===== config.mk =====
export PLATFORM = sky130hd
export DESIGN_NAME = indexed_block_allocator_unit
export DESIGN_NICKNAME = d
export VERILOG_FILES = /design/src/design/ibau_pkg.sv /design/src/design/ibau_free_search.sv /design/src/design/ibau_list_mem.sv /design/src/design/ibau_block_mem.sv /design/src/design/indexed_block_allocator_unit.sv
export SDC_FILE = /design/constraint.sdc
export NUM_CORES = 1
export LEC_CHECK = 0
export ABC_AREA = 1
export BUFFER_PORTS_ARGS = -buffer_cell sky130_fd_sc_hd__buf_4
export CORE_ASPECT_RATIO = 1.1
export CORE_UTILIZATION = 52
export DETAILED_ROUTE_END_ITERATION = 10
export PLACE_DENSITY = 0.64
export SETUP_SLACK_MARGIN = 0.2
export SLEW_MARGIN = 40
export SYNTH_ARGS = -nofsm -noshare
export SYNTH_HDL_FRONTEND = slang
export SYNTH_HIERARCHICAL = 1
export SYNTH_SLANG_ARGS = --single-unit

===== constraint.sdc =====
create_clock -name aclk -period 32.5 [get_ports aclk]
set_input_delay 3.25 -clock aclk [delete_from_list [all_inputs] [get_ports aclk]]
set_output_delay 3.25 -clock aclk [all_outputs]
set_load 0.01 [all_outputs]

===== src/design/ibau_pkg.sv =====
`timescale 1ns / 1ps

package ibau_pkg;

    // index lists are named by a 4-bit index block number
    localparam int NUM_LISTS = 16;

    // parameter defaults for the top level
    localparam int DEF_NUM_BLOCKS   = 16;
    localparam int DEF_MAX_FILE_LEN = 16;

    // field widths
    localparam int IB_W      = 4;
    localparam int CHAR_W    = 8;
    localparam int POS_W     = 4;
    localparam int STATUS_W  = 3;
    localparam int BLK_OUT_W = 4;

    // stream widths
    localparam int S_TDATA_W = 16;
    localparam int S_TUSER_W = 2;
    localparam int M_TDATA_W = 16;

    // request kinds
    localparam logic FUNC_WRITE = 1'b0;
    localparam logic FUNC_READ  = 1'b1;

    // result status codes
    localparam logic [STATUS_W-1:0] STAT_OK       = 3'd0;
    localparam logic [STATUS_W-1:0] STAT_REJECT   = 3'd1;
    localparam logic [STATUS_W-1:0] STAT_FULL     = 3'd2;
    localparam logic [STATUS_W-1:0] STAT_TOO_LONG = 3'd3;
    localparam logic [STATUS_W-1:0] STAT_EMPTY    = 3'd4;

endpackage


===== src/design/ibau_free_search.sv =====
`timescale 1ns / 1ps

// finds the lowest free data block at or above the search pointer; every block
// below the pointer is in use, and above the index range only blocks below the
// pointer can be in use, so a 16-bit priority encoder covers the search
module ibau_free_search #(
    parameter int NUM_BLOCKS = ibau_pkg::DEF_NUM_BLOCKS,
    parameter int NF_W       = $clog2(NUM_BLOCKS + 1),
    parameter int BLK_W      = $clog2(NUM_BLOCKS)
) (
    input  logic [ibau_pkg::NUM_LISTS-1:0] used,
    input  logic [NF_W-1:0]                next_free,
    output logic                           found,
    output logic [BLK_W-1:0]               blk
);

    logic [NF_W-1:0] hi_blk;
    logic            hi_ok;

    // first free block above the index range
    always_comb begin
        hi_blk = '0;
        hi_ok  = 1'b0;
        if (NUM_BLOCKS > ibau_pkg::NUM_LISTS) begin
            hi_blk = (int'(next_free) > ibau_pkg::NUM_LISTS) ? next_free
                                                              : NF_W'(ibau_pkg::NUM_LISTS);
            hi_ok  = int'(hi_blk) < NUM_BLOCKS;
        end
    end

    // priority encode over the index range, lowest block wins
    always_comb begin
        found = hi_ok;
        blk   = BLK_W'(hi_blk);
        for (int i = ibau_pkg::NUM_LISTS - 1; i >= 0; i--) begin
            if (i < NUM_BLOCKS && i >= int'(next_free) && !used[i]) begin
                found = 1'b1;
                blk   = BLK_W'(i);
            end
        end
    end

endmodule


===== src/design/ibau_list_mem.sv =====
`timescale 1ns / 1ps

// index list storage: one memory row per list entry, plus a fill count per list
// so that entries never written read as empty without a clearing pass
module ibau_list_mem #(
    parameter int MAX_FILE_LEN = ibau_pkg::DEF_MAX_FILE_LEN,
    parameter int BLK_W        = 4,
    parameter int POS_IW       = $clog2(MAX_FILE_LEN),
    parameter int LEN_W        = $clog2(MAX_FILE_LEN + 1)
) (
    input  logic                       aclk,
    input  logic                       aresetn,
    input  logic                       wr_en,
    input  logic [ibau_pkg::IB_W-1:0]  wr_list,
    input  logic [POS_IW-1:0]          wr_pos,
    input  logic [BLK_W-1:0]           wr_blk,
    input  logic                       rd_en,
    input  logic [ibau_pkg::IB_W-1:0]  rd_list,
    input  logic [POS_IW-1:0]          rd_pos,
    output logic [BLK_W-1:0]           rd_blk,
    output logic [LEN_W-1:0]           rd_fill
);

    localparam int DEPTH = ibau_pkg::NUM_LISTS * (2 ** POS_IW);

    logic [BLK_W-1:0] mem [DEPTH];
    logic [LEN_W-1:0] fill_reg [ibau_pkg::NUM_LISTS];

    // entry write and registered read
    always_ff @(posedge aclk) begin
        if (wr_en) begin
            mem[{wr_list, wr_pos}] <= wr_blk;
        end
        if (rd_en) begin
            rd_blk <= mem[{rd_list, rd_pos}];
        end
    end

    // fill count per list, bumped on each appended entry
    always_ff @(posedge aclk) begin
        if (!aresetn) begin
            for (int i = 0; i < ibau_pkg::NUM_LISTS; i++) begin
                fill_reg[i] <= '0;
            end
        end else if (wr_en) begin
            fill_reg[wr_list] <= fill_reg[wr_list] + LEN_W'(1);
        end
    end

    assign rd_fill = fill_reg[rd_list];

endmodule


===== src/design/ibau_block_mem.sv =====
`timescale 1ns / 1ps

// data block storage, one character per block
module ibau_block_mem #(
    parameter int NUM_BLOCKS = ibau_pkg::DEF_NUM_BLOCKS,
    parameter int BLK_W      = $clog2(NUM_BLOCKS)
) (
    input  logic                          aclk,
    input  logic                          wr_en,
    input  logic [BLK_W-1:0]              wr_blk,
    input  logic [ibau_pkg::CHAR_W-1:0]   wr_char,
    input  logic                          rd_en,
    input  logic [BLK_W-1:0]              rd_blk,
    output logic [ibau_pkg::CHAR_W-1:0]   rd_char
);

    logic [ibau_pkg::CHAR_W-1:0] mem [NUM_BLOCKS];

    // write port and registered read port
    always_ff @(posedge aclk) begin
        if (wr_en) begin
            mem[wr_blk] <= wr_char;
        end
        if (rd_en) begin
            rd_char <= mem[rd_blk];
        end
    end

endmodule


===== src/design/indexed_block_allocator_unit.sv =====
// Indexed block allocator.
// Input transfers on s_*: a write carries one file character; the first
// character of a file (tuser[1]) names its index block, which must be free.
// Each accepted character takes the lowest free data block at or above the
// search pointer and is appended to the file's index list. A read (tuser[0])
// returns the block number and character at one position of an index list.
// Every input transfer yields exactly one result transfer on m_*.
// A write result is in the output register in the cycle after the transfer;
// a read passes the index list memory, then the block memory, both with
// registered read data, before its result is loaded.
// Throughput: one write every cycle while the receiver keeps up; an item is
// taken only while no read is in progress and the output register is empty
// or being drained, so a stalled m_tready holds off s_tready.
// Reset (aresetn low, synchronous) frees all blocks, empties all index
// lists, closes any open file and sets the search pointer to block 1;
// no clearing pass is needed.
`timescale 1ns / 1ps

module indexed_block_allocator_unit #(
    parameter int NUM_BLOCKS   = ibau_pkg::DEF_NUM_BLOCKS,
    parameter int MAX_FILE_LEN = ibau_pkg::DEF_MAX_FILE_LEN
) (
    input  logic                             aclk,
    input  logic                             aresetn,
    input  logic                             s_tvalid,
    output logic                             s_tready,
    // index_block[3:0], char_in[11:4], position[15:12]
    input  logic [ibau_pkg::S_TDATA_W-1:0]   s_tdata,
    // func[0], first_char[1]
    input  logic [ibau_pkg::S_TUSER_W-1:0]   s_tuser,
    output logic                             m_tvalid,
    input  logic                             m_tready,
    // status[2:0], block_number[6:3], char_out[14:7], zero[15]
    output logic [ibau_pkg::M_TDATA_W-1:0]   m_tdata
);

    localparam int BLK_W  = $clog2(NUM_BLOCKS);
    localparam int NF_W   = $clog2(NUM_BLOCKS + 1);
    localparam int LEN_W  = $clog2(MAX_FILE_LEN + 1);
    localparam int POS_IW = $clog2(MAX_FILE_LEN);
    localparam int BLK_XW = (BLK_W > ibau_pkg::BLK_OUT_W) ? BLK_W : ibau_pkg::BLK_OUT_W;
    localparam int POS_XW = (POS_IW > ibau_pkg::POS_W) ? POS_IW : ibau_pkg::POS_W;

    localparam logic [1:0] ST_IDLE  = 2'd0;
    localparam logic [1:0] ST_LIST  = 2'd1;
    localparam logic [1:0] ST_BLOCK = 2'd2;

    // input fields
    logic                          in_func;
    logic                          in_first;
    logic [ibau_pkg::IB_W-1:0]     in_ib;
    logic [ibau_pkg::CHAR_W-1:0]   in_char;
    logic [ibau_pkg::POS_W-1:0]    in_pos;
    logic [POS_XW-1:0]             in_pos_x;

    assign in_func  = s_tuser[0];
    assign in_first = s_tuser[1];
    assign in_ib    = s_tdata[3:0];
    assign in_char  = s_tdata[11:4];
    assign in_pos   = s_tdata[15:12];
    assign in_pos_x = POS_XW'(in_pos);

    // control state
    logic [1:0]                      state_reg, state_next;
    logic [ibau_pkg::NUM_LISTS-1:0]  idx_used_reg, idx_used_next;
    logic [NF_W-1:0]                 next_free_reg, next_free_next;
    logic [ibau_pkg::IB_W-1:0]       file_reg, file_next;
    logic [LEN_W-1:0]                len_reg, len_next;
    logic                            rej_reg, rej_next;
    logic                            rd_ok_reg, rd_ok_next;

    // output register
    logic                            m_valid_reg, m_valid_next;
    logic [ibau_pkg::STATUS_W-1:0]   status_reg, status_next;
    logic [ibau_pkg::BLK_OUT_W-1:0]  blk_out_reg, blk_out_next;
    logic [ibau_pkg::CHAR_W-1:0]     char_out_reg, char_out_next;

    logic                            out_free;
    logic                            s_fire;
    logic                            wr_acc;
    logic                            rd_acc;
    logic                            ld_rd;

    // write decision
    logic                            index_ok;
    logic                            ib_used;
    logic                            open_ok;
    logic                            go;
    logic [LEN_W-1:0]                len_base;
    logic [ibau_pkg::NUM_LISTS-1:0]  search_used;
    logic                            found;
    logic [BLK_W-1:0]                found_blk;
    logic                            alloc_en;
    logic [ibau_pkg::STATUS_W-1:0]   wr_status;
    logic [BLK_XW-1:0]               wr_blk_x;

    // read path
    logic [BLK_W-1:0]                list_blk;
    logic [LEN_W-1:0]                list_fill;
    logic [ibau_pkg::CHAR_W-1:0]     blk_char;
    logic                            rd_valid;
    logic                            rd_hit;
    logic [BLK_XW-1:0]               rd_blk_x;
    logic [LEN_W-1:0]                len_base_x;

    assign out_free = !m_valid_reg || m_tready;
    assign s_tready = (state_reg == ST_IDLE) && out_free;
    assign s_fire   = s_tvalid && s_tready;
    assign wr_acc   = s_fire && (in_func == ibau_pkg::FUNC_WRITE);
    assign rd_acc   = s_fire && (in_func == ibau_pkg::FUNC_READ);
    assign ld_rd    = (state_reg == ST_BLOCK) && out_free;

    // a block is in use if it lies below the search pointer or holds an index
    assign index_ok = (in_ib != '0) && (int'(in_ib) < NUM_BLOCKS);
    assign ib_used  = idx_used_reg[in_ib] || (int'(in_ib) < int'(next_free_reg));
    assign open_ok  = index_ok && !ib_used;
    assign len_base = in_first ? '0 : len_reg;

    ibau_free_search #(
        .NUM_BLOCKS (NUM_BLOCKS),
        .NF_W       (NF_W),
        .BLK_W      (BLK_W)
    ) u_search (
        .used      (search_used),
        .next_free (next_free_reg),
        .found     (found),
        .blk       (found_blk)
    );

    // write item: open or continue a file, then allocate one block
    always_comb begin
        file_next      = file_reg;
        rej_next       = rej_reg;
        len_next       = len_reg;
        next_free_next = next_free_reg;
        idx_used_next  = idx_used_reg;
        search_used    = idx_used_reg;
        wr_status      = ibau_pkg::STAT_OK;
        alloc_en       = 1'b0;
        go             = 1'b0;
        if (in_first) begin
            len_next = '0;
            if (!open_ok) begin
                file_next = index_ok ? in_ib : '0;
                rej_next  = 1'b1;
                wr_status = ibau_pkg::STAT_REJECT;
            end else begin
                file_next            = in_ib;
                rej_next             = 1'b0;
                idx_used_next[in_ib] = 1'b1;
                search_used[in_ib]   = 1'b1;
                go                   = 1'b1;
            end
        end else if (file_reg == '0 || rej_reg) begin
            wr_status = ibau_pkg::STAT_REJECT;
        end else begin
            go = 1'b1;
        end
        if (go) begin
            if (int'(len_base) >= MAX_FILE_LEN) begin
                wr_status = ibau_pkg::STAT_TOO_LONG;
            end else if (!found) begin
                next_free_next = NF_W'(NUM_BLOCKS);
                wr_status      = ibau_pkg::STAT_FULL;
            end else begin
                alloc_en       = 1'b1;
                next_free_next = NF_W'(found_blk) + NF_W'(1);
                len_next       = len_base + LEN_W'(1);
            end
        end
    end

    assign wr_blk_x   = alloc_en ? BLK_XW'(found_blk) : '0;
    assign len_base_x = len_base;

    // read item: validity of the list position is known at the transfer
    assign rd_valid = index_ok && (int'(in_pos) < MAX_FILE_LEN)
                      && (int'(in_pos) < int'(list_fill));

    ibau_list_mem #(
        .MAX_FILE_LEN (MAX_FILE_LEN),
        .BLK_W        (BLK_W),
        .POS_IW       (POS_IW),
        .LEN_W        (LEN_W)
    ) u_list (
        .aclk    (aclk),
        .aresetn (aresetn),
        .wr_en   (wr_acc && alloc_en),
        .wr_list (file_next),
        .wr_pos  (len_base_x[POS_IW-1:0]),
        .wr_blk  (found_blk),
        .rd_en   (rd_acc),
        .rd_list (in_ib),
        .rd_pos  (in_pos_x[POS_IW-1:0]),
        .rd_blk  (list_blk),
        .rd_fill (list_fill)
    );

    ibau_block_mem #(
        .NUM_BLOCKS (NUM_BLOCKS),
        .BLK_W      (BLK_W)
    ) u_block (
        .aclk    (aclk),
        .wr_en   (wr_acc && alloc_en),
        .wr_blk  (found_blk),
        .wr_char (in_char),
        .rd_en   (state_reg == ST_LIST),
        .rd_blk  (list_blk),
        .rd_char (blk_char)
    );

    assign rd_hit   = rd_ok_reg && (list_blk != '0);
    assign rd_blk_x = BLK_XW'(list_blk);

    // sequencer for the two memory reads of a read item
    always_comb begin
        state_next = state_reg;
        rd_ok_next = rd_ok_reg;
        case (state_reg)
            ST_IDLE: begin
                if (rd_acc) begin
                    state_next = ST_LIST;
                    rd_ok_next = rd_valid;
                end
            end
            ST_LIST: begin
                state_next = ST_BLOCK;
            end
            ST_BLOCK: begin
                if (out_free) begin
                    state_next = ST_IDLE;
                end
            end
            default: begin
                state_next = ST_IDLE;
            end
        endcase
    end

    // output register load and drain
    always_comb begin
        m_valid_next  = m_valid_reg && !m_tready;
        status_next   = status_reg;
        blk_out_next  = blk_out_reg;
        char_out_next = char_out_reg;
        if (wr_acc) begin
            m_valid_next  = 1'b1;
            status_next   = wr_status;
            blk_out_next  = wr_blk_x[ibau_pkg::BLK_OUT_W-1:0];
            char_out_next = '0;
        end else if (ld_rd) begin
            m_valid_next = 1'b1;
            if (rd_hit) begin
                status_next   = ibau_pkg::STAT_OK;
                blk_out_next  = rd_blk_x[ibau_pkg::BLK_OUT_W-1:0];
                char_out_next = blk_char;
            end else begin
                status_next   = ibau_pkg::STAT_EMPTY;
                blk_out_next  = '0;
                char_out_next = '0;
            end
        end
    end

    // control registers
    always_ff @(posedge aclk) begin
        if (!aresetn) begin
            state_reg     <= ST_IDLE;
            idx_used_reg  <= '0;
            next_free_reg <= NF_W'(1);
            file_reg      <= '0;
            len_reg       <= '0;
            rej_reg       <= 1'b0;
            rd_ok_reg     <= 1'b0;
            m_valid_reg   <= 1'b0;
        end else begin
            state_reg   <= state_next;
            rd_ok_reg   <= rd_ok_next;
            m_valid_reg <= m_valid_next;
            if (wr_acc) begin
                idx_used_reg  <= idx_used_next;
                next_free_reg <= next_free_next;
                file_reg      <= file_next;
                len_reg       <= len_next;
                rej_reg       <= rej_next;
            end
        end
    end

    // result payload
    always_ff @(posedge aclk) begin
        status_reg   <= status_next;
        blk_out_reg  <= blk_out_next;
        char_out_reg <= char_out_next;
    end

    assign m_tvalid = m_valid_reg;
    assign m_tdata  = {1'b0, char_out_reg, blk_out_reg, status_reg};

    // a successful allocation moves the search pointer just past the new block
    a_alloc_ptr: assert property (@(posedge aclk) disable iff (!aresetn)
        (wr_acc && alloc_en) |=> (next_free_reg == NF_W'($past(found_blk)) + NF_W'(1)))
        else $error("search pointer not advanced past allocated block");

    // a read walks list memory then block memory before its result
    a_read_seq: assert property (@(posedge aclk) disable iff (!aresetn)
        rd_acc |=> (state_reg == ST_LIST) ##1 (state_reg == ST_BLOCK))
        else $error("read sequencing broken");

    // the search pointer stays within the block range
    a_ptr_range: assert property (@(posedge aclk) disable iff (!aresetn)
        (next_free_reg != '0) && (int'(next_free_reg) <= NUM_BLOCKS))
        else $error("search pointer out of range");

    // the open file never grows past its limit
    a_len_limit: assert property (@(posedge aclk) disable iff (!aresetn)
        int'(len_reg) <= MAX_FILE_LEN)
        else $error("file length beyond limit");

    // a write result lands in the output register on the next cycle
    a_wr_result: assert property (@(posedge aclk) disable iff (!aresetn)
        wr_acc |=> m_valid_reg && (state_reg == ST_IDLE))
        else $error("write result missing");

endmodule


==> summary.txt <==
Post-synth EDFFs: 1251
outcome: finished clean
largest net degree at the start of global routing: 199
syn nets: 5229
post-synth cell types: 52
CTS root buffer: clkbuf_16
initial antenna violation count: 0
Filler Cell Count: 8858
peak supply drop: 0.0543 mV
most frequent cells in the layout: nand2_1 (1468), edfxtp_1 (1251), nand3_1 (1110), nor2_1 (482), inv_1 (227)
main flop type after synthesis: edfxtp_1
WP data required: 32.88 ns
pwr dens: 58.7 nW/um^2
WL per Instance: 21.9 um
max-slew violations: 0
final setup TNS: 0 ns
# resized after CTS: 0
Tot GR Track Use: 26.6%
Crit Path Class: in2reg
Post-Syn Area: 55600 um^2
Initial Utilization: 52.6%
Peak Freq: 134 MHz
Synth area leaders: edfxtp_1 (68%), nand3_1 (10%), nand2_1 (9.9%), nor2_1 (3.3%), inv_1 (1.6%)
Slew @ Worst Pin: 0.881 ns
postcts setup bufs: 0
CP Launch Type: input pin
initial drt markers: 4037
Hold Vio Cnt, Final: 0
I/O Buffers: 38
DRC violations left: 0
FF+latch count, synth: 1294
die area: 108000 um^2
Arr. time, crit path: 7.84 ns
Multi-input gate area: 14800 um^2
FFs w/ async S/R, synth: 0%
Slew HR: 41.2%
Worst Hold Depth: 2
Top Ports: 40
Tot Pwr: 3580 uW
dpl cell area: 56700 um^2
clock skew: 0.0297 ns
Layout Nets: 5128
Die Y-Extent: 345 um
CP Capture Type: flip-flop
sequential share of the synthesized area: 69.1%
Post-Synthesis Cells: 5198
dominant cell type by area after synthesis: edfxtp_1
Leak: 0.0222 uW
Final Cycle Share: 23.0%
detailed-route via count: 38200
Fin Hold WS: 0.449 ns
RSZ-0062 raised after global routing: false
max-cap viol count: 0
vias in the first global route: 36600
Critical Path Fanout Max: 30
Num CTS Buffers: 131
vias per inst: 5.79
final instance area: 61000 um^2
share of layout cells above drive strength 1: 6.87%
max reg flops: 1024
H-tree depth: 4
Ys Warns: 6
grt ovf: 0
clk_lat worst skew: 0.73 ns
Period minus WS final: 7.46 ns
DRT antenna net count: 0
Die Span X: 314 um
detailed placement HPWL: 84100 um
clock sinks: 1294
clock slew at reported path FFs: 0.05 ns
core area: 106000 um^2
Final GP Congestion: 0.916
total wire length: 144000 um
commonest non-fill, non-tap cell in the layout: nand2_1
CTS tree: done
hold path endpoint: idx_used_reg[0]
CTS max path bufs: 3
Synth Area per Inst: 10.7 um^2
endpoints failing setup: 0
# rows: 125
class of the worst hold path: reg2reg
area grow syn2layout: 9.74%
first-pass GRT wire length: 216000 um
reg2reg end: u_list/mem[24][1]
share of the synthesized area in the top cell type: 67.6%
Hold Crit Start: idx_used_reg[0]
R2R cell count: 22
CTS hold repair buffers: 0
flop2flop setup slack: 27.19 ns
final core occ: 57.7%
r2r startpoint: next_free_reg[2]
Reg area: 38400 um^2
TritonRoute pass-1 iters: 6
how the worst max path moves through the flow:
stage                          start                  to  cells after the start
after global routing      s_tdata[2]  u_list/mem[184][3]                     22
after global placement    s_tdata[2]  u_list/mem[244][2]                     21
after detailed placement  s_tdata[2]   u_list/mem[24][2]                     22
final                     s_tdata[2]   u_list/mem[24][1]                     22
after floorplan           s_tdata[2]  u_block/mem[12][0]                     16
after CTS                 s_tdata[2]   u_list/mem[24][1]                     22
synth_stat cells, types with 2 or more instances:
cell type  number
a211oi_2        2
a21oi_1        19
a21oi_2         3
a22oi_1        40
and2_4          2
buf_1          34
buf_2         136
buf_4           6
buf_6          13
clkbuf_1      135
clkinv_1        3
dfxtp_1        43
edfxtp_1     1251
ha_1            9
inv_1         230
inv_2          14
nand2_1      1473
nand2_2        15
nand3_1      1110
nand3_2         2
nand3b_1        2
nand4_1        17
nor2_1        482
nor2_2          7
nor2_4          2
nor3_1          5
nor3_2          3
o211ai_1       10
o21a_1          2
o21ai_0        71
o21ai_1        10
o21ai_2         8
o221ai_1       13
o22ai_1         7
or2_2           2
metal layers:
layer / global-route usage (%) / up-vias / share of wire [%] / wire [um]
met4: 11.3 / 0 / 3.9 / 5630
met1: 35.1 / 18500 / 40 / 58400
li1: - / 17700 / - / -
met3: 3.79 / 298 / 7.6 / 11000
met2: 44.4 / 1625 / 48 / 69400
met5: 0 / - / 0 / 0
critical path: stages:
cell and delay, ns:
buf_4 0.32, ha_1 0.33, a21o_1 0.16, a21oi_1 0.15
a21oi_2 0.10, o21a_4 0.16, nand2_2 0.12, o21ai_2 0.08
nor3_1 0.25, nor2_1 0.09, nand2_1 0.13, inv_1 0.10
nand4_1 0.19, nand2_1 0.15, inv_1 0.13, nand3_2 0.12
inv_2 0.27, inv_1 0.12, nor3_1 0.37, nand2_1 0.47
buf_4 0.41, nor2_1 0.34
stage by stage:
stage	instances	worst slack, ns
after floorplan	5198	18.41
after global placement	6354	24.38
after detailed placement	6358	24.35
after CTS	6590	25.10
after global routing	6593	24.58
final	6595	25.04
report_power, final:
group,switching [uW],internal [uW],leakage [uW],total (uW)
clock,612,856,0.00203,1470
sequential,5.43,1850,0.0124,1850
combinational,201,58.0,0.00784,259
final cells by class:
| cell class | count | share of cell area [%] |
|---|---|---|
| clock buffer | 161 | 5.77 |
| multi-input combinational | 3332 | 24.2 |
| clock inverter | 71 | 1.07 |
| antenna | 2 | 0.00820 |
| timing repair buffer | 90 | 1.52 |
| tap | 1397 | 2.86 |
| sequential | 1294 | 63.0 |
| inverter | 248 | 1.57 |
logic make-up (layout without fill, tap and decap cells):
group | Yosys count | after routing | synth area share, %
buffers and inverters | 572 | 570 | 4.39
and+or+nand+nor | 3127 | 3127 | 24.0
AOI/OAI and AO/OA | 193 | 193 | 2.24
other | 1 | 3 | 0.00674
DFF | 1294 | 1294 | 69.1
xor gates and xnor gates | 2 | 2 | 0.0653
adders and majority gates | 9 | 9 | 0.203
(Power assumes the default switching activity.)
